**src/sv/bf3_pkg.sv**
```systemverilog
`timescale 1ns / 1ps
// Shared constants and types for the 3x3 clipped box filter.
package bf3_pkg;

  localparam int MAX_SIZE_DEF     = 1024;
  localparam int CHANNEL_BITS_DEF = 16;

  localparam int SIZE_W      = 11;  // image_size register
  localparam int CH_IO_W     = 16;  // channel field width on the ports
  localparam int COORD_OUT_W = 10;  // out_row / out_col
  localparam int S_TDATA_W   = 3 * CH_IO_W;
  localparam int M_TDATA_W   = 72;  // 68 bits of fields, padded to bytes
  localparam int M_FIELD_W   = 2 * COORD_OUT_W + 3 * CH_IO_W;

  localparam logic [SIZE_W-1:0] SIZE_RESET = SIZE_W'(32);

  // divisor of the clipped neighbourhood
  typedef enum logic [1:0] {
    DIV_4,
    DIV_6,
    DIV_9
  } div_t;

  typedef struct packed {
    logic                   last;
    div_t                   div;
    logic [COORD_OUT_W-1:0] row;
    logic [COORD_OUT_W-1:0] col;
  } res_tag_t;

endpackage

```
**src/sv/bf3_window.sv**
```systemverilog
`timescale 1ns / 1ps
// 3x3 window held as column sums, and the sequencer that issues up to four results.
module bf3_window #(
  parameter int MAX_SIZE     = bf3_pkg::MAX_SIZE_DEF,
  parameter int CHANNEL_BITS = bf3_pkg::CHANNEL_BITS_DEF
) (
  input  logic                                   clk,
  input  logic                                   rst,
  input  logic                                   in_valid,
  output logic                                   in_ready,
  input  logic [3*CHANNEL_BITS-1:0]              top,
  input  logic [3*CHANNEL_BITS-1:0]              mid,
  input  logic [3*CHANNEL_BITS-1:0]              bot,
  input  logic [$clog2(MAX_SIZE)-1:0]            row,
  input  logic [$clog2(MAX_SIZE)-1:0]            col,
  input  logic                                   last_col,
  input  logic                                   last_row,
  output logic                                   res_valid,
  input  logic                                   res_ready,
  output logic [3*(CHANNEL_BITS+4)-1:0]          res_sum,
  output bf3_pkg::res_tag_t                      res_tag
);
  import bf3_pkg::*;

  localparam int CW    = $clog2(MAX_SIZE);
  localparam int VW    = CHANNEL_BITS + 2;
  localparam int LW    = CHANNEL_BITS + 1;
  localparam int SUM_W = CHANNEL_BITS + 4;

  // [column][channel], column 2 newest
  logic [VW-1:0] v_col [3][3];
  logic [LW-1:0] l_col [3][3];
  logic [3:0]    mask;
  logic [CW-1:0] hold_row;
  logic [CW-1:0] hold_col;
  logic          rlo_up;
  logic          clo;

  logic [1:0]    idx;
  logic [3:0]    mask_rest;
  logic          sel_rlo;
  logic          sel_clo;
  logic [CW-1:0] sel_row;
  logic [CW-1:0] sel_col;
  logic          load;

  always_comb begin
    idx = 2'd3;
    if (mask[0]) begin
      idx = 2'd0;
    end else if (mask[1]) begin
      idx = 2'd1;
    end else if (mask[2]) begin
      idx = 2'd2;
    end
    mask_rest      = mask;
    mask_rest[idx] = 1'b0;
  end

  assign res_valid = mask != 4'd0;
  assign in_ready  = !res_valid || (res_ready && mask_rest == 4'd0);
  assign load      = in_valid && in_ready;

  always_comb begin
    case (idx)
      2'd0: begin
        sel_rlo = rlo_up;
        sel_clo = clo;
        sel_row = hold_row - CW'(1);
        sel_col = hold_col - CW'(1);
      end
      2'd1: begin
        sel_rlo = rlo_up;
        sel_clo = 1'b1;
        sel_row = hold_row - CW'(1);
        sel_col = hold_col;
      end
      2'd2: begin
        sel_rlo = 1'b1;
        sel_clo = clo;
        sel_row = hold_row;
        sel_col = hold_col - CW'(1);
      end
      default: begin
        sel_rlo = 1'b1;
        sel_clo = 1'b1;
        sel_row = hold_row;
        sel_col = hold_col;
      end
    endcase
  end

  always_comb begin
    logic [SUM_W-1:0] s;
    for (int k = 0; k < 3; k++) begin
      s = '0;
      for (int c = 0; c < 3; c++) begin
        if (c != 0 || !sel_clo) begin
          s = s + (sel_rlo ? SUM_W'(l_col[c][k]) : SUM_W'(v_col[c][k]));
        end
      end
      res_sum[k*SUM_W +: SUM_W] = s;
    end
    res_tag.last = mask_rest == 4'd0;
    res_tag.row  = COORD_OUT_W'(sel_row);
    res_tag.col  = COORD_OUT_W'(sel_col);
    if (sel_rlo && sel_clo) begin
      res_tag.div = DIV_4;
    end else if (sel_rlo || sel_clo) begin
      res_tag.div = DIV_6;
    end else begin
      res_tag.div = DIV_9;
    end
  end

  // window payload: shifts one column per pixel
  always_ff @(posedge clk) begin
    if (load) begin
      for (int k = 0; k < 3; k++) begin
        v_col[0][k] <= v_col[1][k];
        v_col[1][k] <= v_col[2][k];
        l_col[0][k] <= l_col[1][k];
        l_col[1][k] <= l_col[2][k];
        l_col[2][k] <= LW'(mid[k*CHANNEL_BITS +: CHANNEL_BITS])
                     + LW'(bot[k*CHANNEL_BITS +: CHANNEL_BITS]);
        v_col[2][k] <= VW'(top[k*CHANNEL_BITS +: CHANNEL_BITS])
                     + VW'(mid[k*CHANNEL_BITS +: CHANNEL_BITS])
                     + VW'(bot[k*CHANNEL_BITS +: CHANNEL_BITS]);
      end
      hold_row <= row;
      hold_col <= col;
      rlo_up   <= row < CW'(2);
      clo      <= col < CW'(2);
    end
  end

  always_ff @(posedge clk) begin
    if (rst) begin
      mask <= 4'd0;
    end else if (load) begin
      mask <= {last_row && last_col,
               last_row && col != '0,
               row != '0 && last_col,
               row != '0 && col != '0};
    end else if (res_valid && res_ready) begin
      mask <= mask_rest;
    end
  end

endmodule

```
**config.mk**
```make
export PLATFORM = sky130hd
export DESIGN_NAME = bf3_window
export DESIGN_NICKNAME = d
export VERILOG_FILES = /design/src/sv/bf3_pkg.sv /design/src/sv/bf3_window.sv
export SDC_FILE = /design/constraint.sdc
export NUM_CORES = 1
export LEC_CHECK = 0
export BUFFER_PORTS_ARGS = -buffer_cell sky130_fd_sc_hd__clkbuf_2
export CELL_PAD_IN_SITES_DETAIL_PLACEMENT = 1
export CELL_PAD_IN_SITES_GLOBAL_PLACEMENT = 2
export CORE_AREA = 2 2 249 251
export DETAILED_ROUTE_END_ITERATION = 8
export DIE_AREA = 0 0 251 253
export PLACE_DENSITY_LB_ADDON = 0.1
export SLEW_MARGIN = 20
export SYNTH_ARGS = -nofsm -noshare
export SYNTH_HDL_FRONTEND = slang
export SYNTH_SLANG_ARGS = --single-unit
```
**constraint.sdc**
```tcl
create_clock -name clk -period 15.45 [get_ports clk]
set_input_delay 4.635 -clock clk [delete_from_list [all_inputs] [get_ports clk]]
set_output_delay 4.635 -clock clk [all_outputs]
set_load 0.01 [all_outputs]
```
# == Word-level counts from Yosys, hierarchy flattened ==
# Memory sizes are Yosys's and may differ from the RTL's.
# Cells that the tools add are included.
# totals
memories,2
reg_bits,26
wordCells,79
input_bits,170
mem_bits_rw,315
output_inout_bits,85
# mem_list
name,words,word_bits,rd,rd_ports_with_merged_regs,wr,line_no,source
v_col,3,54,3,0,3,bf3_window.sv:31,logic [VW-1:0] v_col [3][3];
l_col,3,51,3,0,3,bf3_window.sv:32,logic [LW-1:0] l_col [3][3];
# op_classes
mux,27
eq_ne,2
magnitude_cmp,4
reduce_logical,20
bitwise_logic,2
add_sub_neg,17
# op_table
op,count
$mux 18,12
$add 20x18->20,6
$add 16x16->17,6
$add 17x16->18,3
$lt 10x2->1 const B,2
$mux 10,2
$reduce_bool 10->1,2
$sub 10x1->10 const B,2
$logic_and 1x1->1,9
$mux 2,4
$mux 4,2
$mux 1,6
$and 4x4->4,1
$logic_not 4->1,1
$not 4->4,1
$reduce_bool 4->1,1
$reduce_or 2->1,2
$lt 2x3->1 const B,1
$demux 1 s2,1
$eq 2x1->1 const B,1
$eq 2x2->1 const B,1
$ge 2x1->1 const B,1
$logic_not 2->1,1
$logic_or 1x1->1,2
2 further kinds,2

# == Logic depth before layout (Yosys ltp) ==
# logic_depth
ltp_word,15
mapped_depth,21
mapped_depth_nobuf,18

# == Worst setup path before layout ==
# Ideal clock, no wire load.
# synth_path
path_type,input to register
startpoint,input port res_ready
endpoint,register mask[0]
setup_ps,112
path_buffers,0
setup_slack_ps,723
t_required_ps,15338
arrival_time_ps,14614
cell_stages,7
path_cell_list,inv_1 > maj3_1 > o22ai_1 > nor2b_1 > o21a_1 > o311ai_0 > o21ai_0
# synth_via
elab_chain_cells,4
elab_cells_between_ends,6
classes_between,1 x mux; 5 x reduce/logical
# synth_rtl
element,line_no,source
from (decl),bf3_window.sv:19,"input logic res_ready,"
$logic_and 1x1->1 (*),bf3_window.sv:61,assign in_ready = !res_valid || (res_ready && mask_rest == 4'd0);
$logic_or 1x1->1 (*),bf3_window.sv:61,
$logic_and 1x1->1 (*),bf3_window.sv:62,assign load = in_valid && in_ready;
named net load,bf3_window.sv:45,logic load;
$mux 4 / $reduce_bool 2->1 (equally long branches),--,
to (signal assigned),bf3_window.sv:141,"mask <= {last_row && last_col,"
to (signal assigned),bf3_window.sv:146,mask <= mask_rest;
to (decl),bf3_window.sv:33,logic [3:0] mask;
# The timed path passes the listed nets; every way through them passes the cells marked *.
# A chain may end at the register's enable or synchronous reset.

# == Worst setup path in the final report ==
# layout_path
startpoint,register mask[1]
endpoint,output port res_sum[58]
# layout_via
elab_chain_cells,9
elab_cells_between_ends,15
classes_between,2 x add/sub; 2 x eq/ne; 8 x mux; 3 x reduce/logical
# layout_rtl
element,line_no,source
$mux 2 (*),bf3_window.sv:51,end else if (mask[1]) begin
$mux 2 (*),bf3_window.sv:49,if (mask[0]) begin
$eq 2x1->1 / $logic_not 2->1 (equally long branches),bf3_window.sv:65,case (idx)
$reduce_or 2->1 (no source line),--,
$mux 1,bf3_window.sv:65,
$mux 18,bf3_window.sv:99,s = s + (sel_rlo ? SUM_W'(l_col[c][k]) : SUM_W'(v_col[c][k]));
$mux 18,bf3_window.sv:98,if (c != 0 || !sel_clo) begin
$add 20x18->20,bf3_window.sv:99,
$add 20x18->20 (*),bf3_window.sv:99,
to (decl),bf3_window.sv:20,"output logic [3*(CHANNEL_BITS+4)-1:0] res_sum,"
# Mark *: on every way between the ends. The rest lies on a longest branch, timed or not.

==> reports/metrics.cfg <==
[synth]
ys_top_cells_by_area = edfxtp_1 (47%), fa_1 (10%), ha_1 (8.5%), mux2i_1 (4.7%), nand2_1 (4.7%)
yosysWarnings = 0
yosysUniqueCellTypes = 73
syn_area_um2 = 21600
synth_common_cells = edfxtp_1 (337), nand2_1 (270), inv_1 (183)
async_reset_ff_frac = 0
synth-seq-cells = 341
yosysMostFrequentCell = edfxtp_1
avgSynthCellArea_um2 = 11.5
yosysTopAreaCell = edfxtp_1
synth_edf_count = 337
syn_inst = 1876
synth_nets = 2304
synth_top_area_frac = 0.468
ys_seq_area_frac = 0.471
ys.flop_type = edfxtp_1

[sta]
rsz0062_at_grt = false
whs_ns = 0.441
final_max_slew_viol_count = 0
setup_tns_ns = 0
setup_viol = 0
post-route-period-util = 0.727
worstMarginPinSlew_ns = 1.05
timing.fmax_ghz = 0.0890
fin_skew_ns = 0.0211
report.final.hold_viol_count = 0
min_period_ns = 11.23
setup_ws_ns = 4.22
max_slew_margin = 0.301

[power_and_ir_drop]
ir_drop_mv = 0.0867
power-per-cell-area_nw_per_um2 = 149
power.total_mw = 3.74
p_leak_nw = 10.9

[clock_network]
clock_latency_ns = 0.56
hold_buffers = 0
clk_pin_slew_worst_paths_ns = 0.06
cts-buffers-inserted = 41
cts_resized = 0
htreeDepth = 2
postCtsSetupRepairBufs = 0
tritoncts = yes
cts_root_buf = clkbuf_16
cts_sinks = 341
ctsLongestPathBuffers = 3

[critical_path]
cp_max_fo = 61
cp-start-kind = flop
ff2ff_path_depth = 6
crit_path_end_kind = output port
critPathArrivalTime_ns = 6.59
rr_startpoint = mask[1]
r2r_slack_ns = 12.06
timing.rr.end = l_col[0][123]
crit_type = flop to output port
critPathRequiredTime_ns = 10.82

[detailed_routing]
drc = 0
antenna_left = 0
wirelength_um = 51800
detail_route.iter0.violations = 626
via_per_inst = 4.91
wl_per_cell_um = 17.5
first_pass_iters = 4
vias = 14597

[min_path]
hold_class = flop to flop
hold_end = l_col[0][38]
hold_start = l_col[0][89]
hold_depth = 0

[run]
max-cap-violations = 0

[layout]
areaGrowthSynthToFinish_pct = 16.1
final_nets = 2574
drive_gt1_frac = 0.161
final_area_um2 = 25100

[global_routing]
grt_overflow_total = 0
antenna_found_initial = 4
grt_max_degree = 186
grt_usage = 0.163
grt_pass1_wl_um = 82200
grt_pass1_vias = 15482

[die]
core_area_um2 = 61000
die_x_um = 251
placementRows = 91
die_y_um = 253
ios = 255
initial_core_util = 0.355
die_area_um2 = 63500

[status]
status = finished clean

[place]
hpwl_um = 40000
dp_slack_ns = 4.63
place_area_um2 = 23800
io_buffers = 254
gp_congestion = 0.820

-- per-layer routing --
metal  part of all wire  up-vias  track usage
met1               0.46     7155        0.211
met3              0.026       67       0.0179
met5                  0        -            0
met2               0.49      196        0.285
met4              0.024        0       0.0546
li1                   -     7179            -
-- stage by stage --
stage                util  cells
global route        0.412   2971
floorplan               -   1876
CTS                 0.411   2967
detailed placement  0.390   2893
global placement    0.390   2893
finish              0.412   2971
-- cell families (layout without fill, tap and decap cells) --
| family | after synthesis | count (layout) | share of synthesized area |
|---|---|---|---|
| adder cells (fa/ha/maj) | 260 | 260 | 0.189 |
| buffers and inverters | 220 | 521 | 0.0394 |
| multiplexers | 103 | 103 | 0.0477 |
| flip-flops | 341 | 341 | 0.471 |
| AND/OR/NAND/NOR | 496 | 496 | 0.102 |
| XOR/XNOR | 125 | 125 | 0.0506 |
| other | 0 | 4 | 0 |
| AO/OA/AOI/OAI | 331 | 331 | 0.101 |
-- registers in the layout, summed over array words and instances (netlist names) --
name      cells
clo           1
hold_col     10
hold_row     10
l_col       153
mask          4
rlo_up        1
v_col       162
-- report_power, final --
group	internal (mW)	total [mW]	switching [mW]
registers	1.21	1.27	0.0597
logic	0.644	1.56	0.914
clock network	0.540	0.917	0.376
-- cell usage in the layout (no fill, tap or decap), types with 5 or more instances in the layout --
cell and n:
nor3_1 22, nor2_1 77, xnor2_1 99, o21ai_0 53, xor2_1 26, o22ai_1 6, inv_1 183, or3_1 5
ha_1 147, a21oi_1 96, o21a_1 25, clkinv_1 11, o311ai_0 5, nand4_1 5, mux2i_1 102, buf_4 7
nor2b_1 21, a21boi_0 9, nand2_1 270, nand2b_1 15, clkbuf_1 6, nor4_1 10, a21o_1 40, nand3_1 29
or2_2 9, clkbuf_16 43, a31oi_1 9, edfxtp_1 337, o211ai_1 8, o31a_1 5, and3_1 14, o21ai_1 8
clkinv_2 6, fa_1 111, clkbuf_2 254, o21bai_1 13, a211oi_1 10
-- worst max path at each step --
| stage | cells past startpoint | end | start |
|---|---|---|---|
| 6_report | 20 | res_sum[58] | mask[1] |
| 4_1_cts | 20 | res_sum[58] | mask[1] |
| 2_1_floorplan | 7 | mask[0] | res_ready |
| 5_1_grt | 20 | res_sum[58] | mask[0] |
| 3_5_place_dp | 20 | res_sum[58] | mask[1] |
| 3_3_place_gp | 20 | res_sum[58] | mask[0] |
-- critical path, stage by stage (launching register included) --
cell and delay [ns]:
dfxtp_1 0.45, or2_1 0.33, nand2b_4 0.07, buf_4 0.39, inv_4 0.57, buf_4 0.69
buf_4 0.53, nand2_1 0.12, nand2_1 0.08, nand2_1 0.07, fa_1 0.55, inv_1 0.04
ha_1 0.36, a2111oi_0 0.41, o21ai_1 0.18, a41oi_2 0.34, o21ai_1 0.17, a41oi_1 0.25
o21bai_1 0.09, xnor2_1 0.14, clkbuf_2 0.15
-- cell type report --
type	count	area, um2
clock inverters	25	183
multi-input cells	1315	10600
clock buffers	49	1100
fillers	6675	35900
well taps	790	988
diodes	4	10.0
repair buffers	262	1340
flip-flops and latches	341	10200
inverters	185	697
Note: power is estimated with default switching activity, not from simulation.
