File: src/sv/bf3_pkg.sv
`timescale 1ns / 1ps
// Shared constants and types for the 3x3 clipped box filter.
package bf3_pkg;

  localparam int MAX_SIZE_DEF     = 1024;
  localparam int CHANNEL_BITS_DEF = 16;

  localparam int SIZE_W      = 11;  // image_size register
  localparam int CH_IO_W     = 16;  // channel field width on the ports
  localparam int COORD_OUT_W = 10;  // out_row / out_col
  localparam int S_TDATA_W   = 3 * CH_IO_W;
  localparam int M_TDATA_W   = 72;  // 68 bits of fields, padded to bytes
  localparam int M_FIELD_W   = 2 * COORD_OUT_W + 3 * CH_IO_W;

  localparam logic [SIZE_W-1:0] SIZE_RESET = SIZE_W'(32);

  // divisor of the clipped neighbourhood
  typedef enum logic [1:0] {
    DIV_4,
    DIV_6,
    DIV_9
  } div_t;

  typedef struct packed {
    logic                   last;
    div_t                   div;
    logic [COORD_OUT_W-1:0] row;
    logic [COORD_OUT_W-1:0] col;
  } res_tag_t;

endpackage

File: src/sv/bf3_mean.sv
`timescale 1ns / 1ps
// Mean by reciprocal multiply (a shift for the divide by four), and the output register.
module bf3_mean #(
  parameter int CHANNEL_BITS = bf3_pkg::CHANNEL_BITS_DEF
) (
  input  logic                              clk,
  input  logic                              rst,
  input  logic                              in_valid,
  output logic                              in_ready,
  input  logic [3*(CHANNEL_BITS+4)-1:0]     sum,
  input  bf3_pkg::res_tag_t                 tag,
  output logic                              m_tvalid,
  input  logic                              m_tready,
  output logic [bf3_pkg::M_TDATA_W-1:0]     m_tdata,
  output logic                              m_tlast
);
  import bf3_pkg::*;

  localparam int SUM_W = CHANNEL_BITS + 4;
  localparam int SHIFT = SUM_W + 4;
  localparam int M_W   = SHIFT - 2;
  localparam logic [M_W-1:0] M6 = M_W'(((1 << SHIFT) + 5) / 6);
  localparam logic [M_W-1:0] M9 = M_W'(((1 << SHIFT) + 8) / 9);

  logic                   s3_valid;
  logic [3*SUM_W-1:0]     s3_sum;
  res_tag_t               s3_tag;
  logic                   out_free;
  logic                   s3_adv;
  logic [3*CH_IO_W-1:0]   mean;

  assign out_free = !m_tvalid || m_tready;
  assign s3_adv   = s3_valid && out_free;
  assign in_ready = !s3_valid || out_free;

  always_comb begin
    logic [M_W-1:0]       m;
    logic [SUM_W+M_W-1:0] prod;
    logic [SUM_W-1:0]     q;
    m = (s3_tag.div == DIV_9) ? M9 : M6;
    for (int k = 0; k < 3; k++) begin
      prod = (SUM_W + M_W)'(s3_sum[k*SUM_W +: SUM_W]) * (SUM_W + M_W)'(m);
      if (s3_tag.div == DIV_4) begin
        q = s3_sum[k*SUM_W +: SUM_W] >> 2;
      end else begin
        q = SUM_W'(prod >> SHIFT);
      end
      mean[k*CH_IO_W +: CH_IO_W] = CH_IO_W'(q[CHANNEL_BITS-1:0]);
    end
  end

  always_ff @(posedge clk) begin
    if (rst) begin
      s3_valid <= 1'b0;
    end else if (in_ready) begin
      s3_valid <= in_valid;
    end
  end

  always_ff @(posedge clk) begin
    if (in_valid && in_ready) begin
      s3_sum <= sum;
      s3_tag <= tag;
    end
  end

  always_ff @(posedge clk) begin
    if (rst) begin
      m_tvalid <= 1'b0;
    end else if (out_free) begin
      m_tvalid <= s3_valid;
    end
  end

  always_ff @(posedge clk) begin
    if (s3_adv) begin
      m_tdata <= M_TDATA_W'({mean, s3_tag.col, s3_tag.row});
      m_tlast <= s3_tag.last;
    end
  end

endmodule

File: config.mk
export PLATFORM = sky130hd
export DESIGN_NAME = bf3_mean
export DESIGN_NICKNAME = d
export VERILOG_FILES = /design/src/sv/bf3_pkg.sv /design/src/sv/bf3_mean.sv
export SDC_FILE = /design/constraint.sdc
export NUM_CORES = 1
export LEC_CHECK = 0
export BUFFER_PORTS_ARGS = -buffer_cell sky130_fd_sc_hd__buf_2
export CAP_MARGIN = 30
export CORE_UTILIZATION = 65
export CTS_CLUSTER_SIZE = 14
export DETAILED_ROUTE_END_ITERATION = 10
export PLACE_DENSITY = 0.8
export SYNTH_ARGS = -nofsm -noshare
export SYNTH_HDL_FRONTEND = slang
export SYNTH_SLANG_ARGS = --single-unit
File: constraint.sdc
create_clock -name clk -period 11.3 [get_ports clk]
set_input_delay 2.26 -clock clk [delete_from_list [all_inputs] [get_ports clk]]
set_output_delay 2.26 -clock clk [all_outputs]
set_load 0.01 [all_outputs]
Word level (Yosys, flattened, before mapping). Index checks and enable logic that the tools add are counted. Widths: inputs -> output; s select.

Word-level logic and storage cells: 24. Output and inout bits: 75. Register bits: 154. Input port bits: 87.

Reduce and logical (&&, ||, !) cells: 7. Multipliers: 3. Equal/unequal tests: 1. Mux-type cells: 4.

Operator list (number): $mul 20x22->40 (3); $mux 16 (3); $mux 22 (1); $eq 2x2->1 const B (1); $logic_and 1x1->1 (2); $logic_not 1->1 (2); $logic_not 2->1 (1); $logic_or 1x1->1 (2).

Depth between registers and ports, before layout. Gate-level depths: netlist of the first run.

Depth in word-level cells: 4. Gate-level depth with buffers: 29. Mapped depth without buffers: 26.

Worst setup path after synthesis of the first run. OpenSTA, ideal clock, no wires.

Path type: register -> register. From: register s3_tag[21] (netlist name). To: register m_tdata[50] (netlist name) (data pin). Path buffers: 3. Arrival time: 7.171 ns. Library setup time: 0.135 ns. Cell stages (with the launch flop): 29. Required time: 11.165 ns. Setup slack: 3.994 ns. Clock period less this slack: 7.306 ns. Cells stage by stage: edfxtp_1 nand2b_1 buf_2 clkbuf_1 clkbuf_1 and2_1 inv_1 fa_1 fa_1 inv_1 fa_1 inv_1 fa_1 inv_1 fa_1 fa_1 inv_1 fa_1 inv_1 ha_1 a2111oi_0 o21ai_1 a221o_1 a21oi_1 a21oi_1 o2111ai_2 nand3_1 a2111o_1 nand3_1.

Longest elaborated chain between the ends: 4. Elaborated cells between the ends (all ways): 5. Classes of those cells: mul (1); eq/ne (1); mux (2); reduce/logical (1).

RTL lines: start: declaration (RTL line bf3_mean.sv:27) `res_tag_t s3_tag;`; start signal: assignment (RTL line bf3_mean.sv:63) `s3_tag <= tag;`; $eq 2x2->1 (RTL line bf3_mean.sv:40) `m = (s3_tag.div == DIV_9) ? M9 : M6;`; $mux 22 (RTL line bf3_mean.sv:40); $mul 20x22->40 (RTL line bf3_mean.sv:42) `prod = (SUM_W + M_W)'(s3_sum[k*SUM_W +: SUM_W]) * (SUM_W + M_W)'(m);`; $mux 16 * (RTL line bf3_mean.sv:43) `if (s3_tag.div == DIV_4) begin`; via mean[30] (RTL line bf3_mean.sv:30) `logic [3*CH_IO_W-1:0] mean;`; end signal: assignment (RTL line bf3_mean.sv:77) `m_tdata <= M_TDATA_W'({mean, s3_tag.col, s3_tag.row});`; end: declaration (RTL line bf3_mean.sv:14) `output logic [bf3_pkg::M_TDATA_W-1:0] m_tdata,`.

The timed path passes the listed nets; every way through them passes the cells marked *. A chain may end at the register's enable or synchronous reset.

Worst setup path in the final report of the first run.
From: register s3_tag[20] (netlist name). To: register m_tdata[31] (netlist name) (data pin).

Same word-level chain as after synthesis.

==> summary.txt, run 1 <==
Setup path
  • Most frequent CP cell: fa_1
  • WS Path Type: reg -> reg
  • CP max stage cell: nor2b_4
  • Crit path max fanout: 34
  • Data arrival, critical path: 8.69 ns
  • Critical Path Source Type: flop
  • Crit-path leading delay family: adder cells
  • Critical Path End Type: flop
  • Slowest Stage Delay on Critical Path: 0.73 ns
  • Buffers and inverters on the worst path: 6
  • Critical path required time: 11.50 ns

Detailed routing
  • Detailed-route via count: 20,700
  • Drt initial violations: 1,306
  • First-pass DRT Iterations: 5
  • Vias/cell: 5.50
  • Final Routed Wirelength: 74.7 mm
  • DRT antenna net count: 0
  • Routed len/inst: 19.9 µm
  • DRC Markers: 0

Cells and area
  • FF/Latch Area: 0.00460 mm²
  • Multi-input combinational cell area: 0.0225 mm²
  • Inserted Diodes: 0
  • Final core occ: 70.7%
  • Share of layout cells above drive strength 1: 7.27%
  • Final nets: 4,321
  • Fillers: 3,425
  • Area Growth Syn to Fin: 7.41%

Place
  • IO buf count: 157
  • Hpwl dp: 65.5 mm
  • GP Congestion: 1.01
  • Post-placement setup slack: 2.95 ns

Clock network
  • CTS Hold Bufs: 0
  • Gates resized, CTS repair: 0
  • CTS clk-pin slew, worst paths: 0.08 ns
  • TritonCTS Buffers: 17
  • CTS Sinks: 154
  • Post-CTS setup buffers: 0
  • Root buf cell: clkbuf_16
  • Bufs on Longest Clock Path: 2
  • TritonCTS clock tree: yes
  • H-Tree Depth: 4
  • Skew-Pair Late Insertion Delay: 0.48 ns

STA
  • Final TNS setup: 0 ns
  • Setup Viol. Count Final: 0
  • Final worst setup slack: 2.80 ns
  • Final min period: 8.50 ns
  • Hold Fails Final Rpt: 0
  • Tcrit/Tclk final: 75.2%
  • RSZ-0062 raised after global routing: false
  • Fmax: 118 MHz
  • Rel. slew slack: 36.5%
  • Slew Viols, Final: 0
  • Slew @ Worst Pin: 0.953 ns
  • Worst Skew: 0.0190 ns

Floorplanning
  • Height of the die: 219 µm
  • Die area: 0.0479 mm²
  • I/O Pins: 162
  • Row Count: 79
  • Initial Util: 65.8%
  • CORE AREA: 0.0465 mm²
  • Die X: 219 µm

Global route
  • First-pass GRT wire length: 121 mm
  • GRT Total Usage: 33.6%
  • Pin count of the biggest net entering global routing: 64
  • Antenna violations before repair: 0
  • Total global routing overflow: 0
  • Vias in the first global route: 23,100

Yosys
  • Post-synth EDFFs: 152
  • Synthesized instance count: 2,940
  • Main synth FF type: edfxtp_1
  • Yosys cell types: 67
  • Async set-reset flop share out of synthesis: 0%
  • Yosys Warn Count: 0
  • Top cell type's share of synthesized area: 38.7%
  • Area leader, netlist: fa_1
  • Flops & latches, synth: 154
  • Seq/Total Area, Yosys: 15.1%
  • Top post-synthesis cells by area: fa_1 39%, ha_1 21%, edfxtp_1 15%
  • Mapped cell area: 0.0306 mm²
  • List of most frequent post-synthesis cells: 944 x inv_1, 591 x fa_1, 507 x ha_1
  • Most common cell in the netlist: inv_1
  • Syn avg cell area: 10.4 µm²

Flow run
  • Max cap viols: 0

Min path
  • Hold Path Class: reg -> reg

Outcome
  • Status: completed
## worst paths after layout
| kind | start | slack, ns | cells past startpoint | to |
|---|---|---|---|---|
| worst max-delay path | s3_tag[20] | 2.80 | 25 | m_tdata[31] |
| worst min-delay path | s3_tag[6] | 0.42 | 0 | m_tdata[16] |
| worst min register to register | s3_tag[6] | 0.42 | 0 | m_tdata[16] |
| worst max register to register | s3_tag[20] | 2.80 | 25 | m_tdata[31] |
## metal layers
| layer | up-vias | GRT usage [%] | routed length [µm] | part of all wire [%] |
|---|---|---|---|---|
| met4 | 0 | 10.8 | 2230 | 3.0 |
| met1 | 10400 | 44.9 | 31000 | 42 |
| met3 | 137 | 5.78 | 4960 | 6.6 |
| li1 | 9362 | - | - | - |
| met2 | 732 | 56.0 | 36500 | 49 |
| met5 | - | 0 | 0 | 0 |
## state kept, by name, indices dropped and copies added (netlist names)
| register | flops |
|---|---|
| m_tdata | 68 |
| s3_sum | 60 |
| s3_tag | 23 |
| m_tlast | 1 |
| m_tvalid | 1 |
| s3_valid | 1 |
## layout by cell type, fill, tap and decap left out, drive strengths merged, types with 4 or more instances in the layout
cell type and n:
a21oi 67, o31ai 17, and3 15, inv 952
or2 24, nand2 113, nor4 6, xor2 15
o21bai 6, o211a 4, nor2 84, conb 61
clkinv 5, nand2b 8, fa 591, o21a 14
nor3 21, edfxtp 152, a211oi 12, and4 7
a21o 29, nand4 14, o21ai 56, o211ai 8
xnor2 26, buf 165, a31oi 6, ha 507
clkbuf 18, nor2b 12, nand3 14, and2 66
## through the flow
stage          hold WS, ns  instances  instance area, µm²
4_1_cts              0.421       3756               32800
2_1_floorplan        0.400       2999               30800
3_5_place_dp         0.405       3724               32200
3_3_place_gp         0.401       3724               32200
5_1_grt              0.429       3756               32800
6_report             0.419       3756               32800
## final cells by class
class | count | area share, %
Multi-Input combinational cell | 1854 | 68.5
Clock buffer | 18 | 1.31
Timing Repair Buffer | 165 | 2.58
Tap cell | 607 | 2.31
Sequential cell | 154 | 14.0
Inverter | 944 | 10.8
Clock inverter | 14 | 0.533
## logic make-up (layout without fill, tap and decap cells)
| group | count (synthesis) | after routing | synth area share [%] |
|---|---|---|---|
| buf+inv | 991 | 1141 | 12.2 |
| other cells | 2 | 61 | 0.0246 |
| fa+ha+maj | 1098 | 1098 | 59.4 |
| compound gates | 253 | 253 | 5.43 |
| simple gates | 401 | 401 | 6.64 |
| xor+xnor | 41 | 41 | 1.17 |
| flops | 154 | 154 | 15.1 |
Power of run 1 is left out: the tool's default activity adds up to more than one toggle a clock period on the data nets, which glitch-free logic cannot reach.
==> run 2: changes to the inputs <==
--- a/config.mk
+++ b/config.mk
@@ -7,10 +7,10 @@
 export LEC_CHECK = 0
 export BUFFER_PORTS_ARGS = -buffer_cell sky130_fd_sc_hd__buf_2
 export CAP_MARGIN = 30
-export CORE_UTILIZATION = 65
+export CORE_UTILIZATION = 59
 export CTS_CLUSTER_SIZE = 14
 export DETAILED_ROUTE_END_ITERATION = 10
-export PLACE_DENSITY = 0.8
+export PLACE_DENSITY = 0.76
 export SYNTH_ARGS = -nofsm -noshare
 export SYNTH_HDL_FRONTEND = slang
 export SYNTH_SLANG_ARGS = --single-unit
==> constraint.sdc (replaced) <==
create_clock -name clk -period 7.44 [get_ports clk]
set_input_delay 1.488 -clock clk [delete_from_list [all_inputs] [get_ports clk]]
set_output_delay 1.488 -clock clk [all_outputs]
set_load 0.01 [all_outputs]
==> summary.txt, run 2 (synthesis results as in run 1) <==
Setup path
  • Crit path to: m_tdata[33]
  • Data arrival, critical path: 7.54 ns
  • Critical path required time: 7.66 ns
  • Critical Path Source Type: flop
  • Critical Path End Type: flop
  • RR Endpoint: m_tdata[33]
  • Crit path max fanout: 8
  • Worst R2R Setup Slack: 0.12 ns
  • RR Startpoint: s3_tag[21]
  • Slowest Stage Delay on Critical Path: 0.55 ns
  • CP max stage cell: fa_1
  • WS Path Type: reg -> reg
  • FF-to-FF path depth: 29
  • CP Launch Point: s3_tag[21]
  • Most frequent CP cell: fa_1

Clock network
  • CTS Sinks: 154
  • Bufs on Longest Clock Path: 2
  • CTS clk-pin slew, worst paths: 0.08 ns
  • Skew-Pair Late Insertion Delay: 0.49 ns
  • TritonCTS Buffers: 17
  • H-Tree Depth: 4
  • TritonCTS clock tree: yes
  • Root buf cell: clkbuf_16
  • CTS Hold Bufs: 0

Cells and area
  • Largest regs: m_tdata (68), s3_sum (60), s3_tag (23)
  • Multi-input combinational cell area: 0.0230 mm²
  • Most frequent cells in the layout: 935 x inv_1, 563 x fa_1, 495 x ha_1
  • Inserted Diodes: 0
  • Most flop-heavy register: m_tdata
  • Area Growth Syn to Fin: 12.7%
  • Largest register FFs: 68
  • Final nets: 4,430
  • Share of layout cells above drive strength 1: 13.4%
  • Commonest non-fill, non-tap cell in the layout: inv_1
  • Fillers: 3,966
  • FF/Latch Area: 0.00460 mm²
  • Fin area: 0.0345 mm²

STA
  • Worst Skew: 0.0295 ns
  • Final worst setup slack: 0.116 ns
  • Fmax: 137 MHz
  • Tcrit/Tclk final: 98.4%
  • RSZ-0062 raised after global routing: true
  • Rel. slew slack: 43.5%
  • Final min period: 7.32 ns
  • Slew @ Worst Pin: 0.847 ns
  • Slew Viols, Final: 0
  • Setup Viol. Count Final: 0
  • Hold Fails Final Rpt: 0
  • Hold slack: 0.408 ns

Floorplanning
  • CORE AREA: 0.0513 mm²
  • Initial Util: 59.6%
  • I/O Pins: 162
  • Height of the die: 230 µm
  • Die X: 230 µm
  • Die area: 0.0527 mm²
  • Row Count: 83

Flow run
  • Max cap viols: 0

Detailed routing
  • Final Routed Wirelength: 79.7 mm
  • Detailed-route via count: 21,200
  • Drt initial violations: 1,382
  • DRC Markers: 0
  • DRT antenna net count: 0
  • First-pass DRT Iterations: 5
  • Routed len/inst: 20.2 µm
  • Vias/cell: 5.39

Global route
  • First-pass GRT wire length: 124 mm
  • Total global routing overflow: 0
  • Pin count of the biggest net entering global routing: 70
  • Vias in the first global route: 23,200
  • GRT Total Usage: 31.1%
  • Antenna violations before repair: 3

Place
  • GP Congestion: 0.963
  • IO buf count: 157
  • Post-placement setup slack: -0.204 ns
  • Placed inst area: 0.0329 mm²
  • Hpwl dp: 67.7 mm

Outcome
  • Status: completed

Min path
  • Hold Path Class: reg -> reg
## run 2: changes by cell type in the layout (fill, tap and decap cells not counted), moves of 8 or more
cell / delta
fa_2: +28
ha_1: -12
inv_2: +9
buf_4: +90
inv_1: -9
ha_4: +11
fa_1: -28
o21ai_0: -8
## run 2: stage by stage
| step | utilization, % | setup TNS [ns] | instances |
|---|---|---|---|
| floorplan | - | 0 | 2999 |
| global placement | 64.1 | -0.106 | 3870 |
| detailed placement | 64.1 | -2.11 | 3870 |
| CTS | 65.5 | 0 | 3906 |
| global route | 67.2 | -0.810 | 3938 |
| finish | 67.2 | 0 | 3938 |
## run 2: critical path: cells and delay by family, from the launching register on
family	cells	cell delay, ns
buf+inv	9	0.97
simple gates	8	1.51
flops	1	0.49
compound gates	4	0.58
fa+ha+maj	8	3.50
## run 2: how the worst min path moves through the flow
stage                          start           to  slack, ns  depth (start not counted)
after global placement     s3_tag[1]  m_tdata[11]       0.40                          0
final                     s3_tag[16]   m_tdata[6]       0.41                          0
after floorplan           s3_tag[10]   m_tdata[0]       0.40                          0
after global routing      s3_tag[16]   m_tdata[6]       0.42                          0
after detailed placement  s3_tag[16]   m_tdata[6]       0.41                          0
after CTS                 s3_tag[16]   m_tdata[6]       0.41                          0
## run 2: layer usage
| metal | global-route usage (%) | vias up | share of wire (%) |
|---|---|---|---|
| met5 | 0 | - | 0.051 |
| met4 | 8.13 | 6 | 3.0 |
| met3 | 5.30 | 148 | 7.0 |
| met2 | 50.8 | 726 | 48 |
| met1 | 42.9 | 10700 | 42 |
| li1 | - | 9606 | - |
## run 2: what timing repair did
item | 4_1_cts | 5_1_grt
pin swaps | 2 | 54
gates resized for setup | 8 | 128
gates cloned | 2 | 6
buffers inserted | 2 | 25
setup endpoints to repair | 25 | 34
## run 2: layout make-up
cell class / count / share of cell area (%)
multi-input cells: 1856 / 66.8
flip-flops and latches: 154 / 13.4
inverters: 944 / 10.3
repair buffers: 272 / 5.32
well taps: 680 / 2.47
clock buffers: 17 / 1.23
clock inverters: 15 / 0.530
Power of run 2 is left out for the same reason.
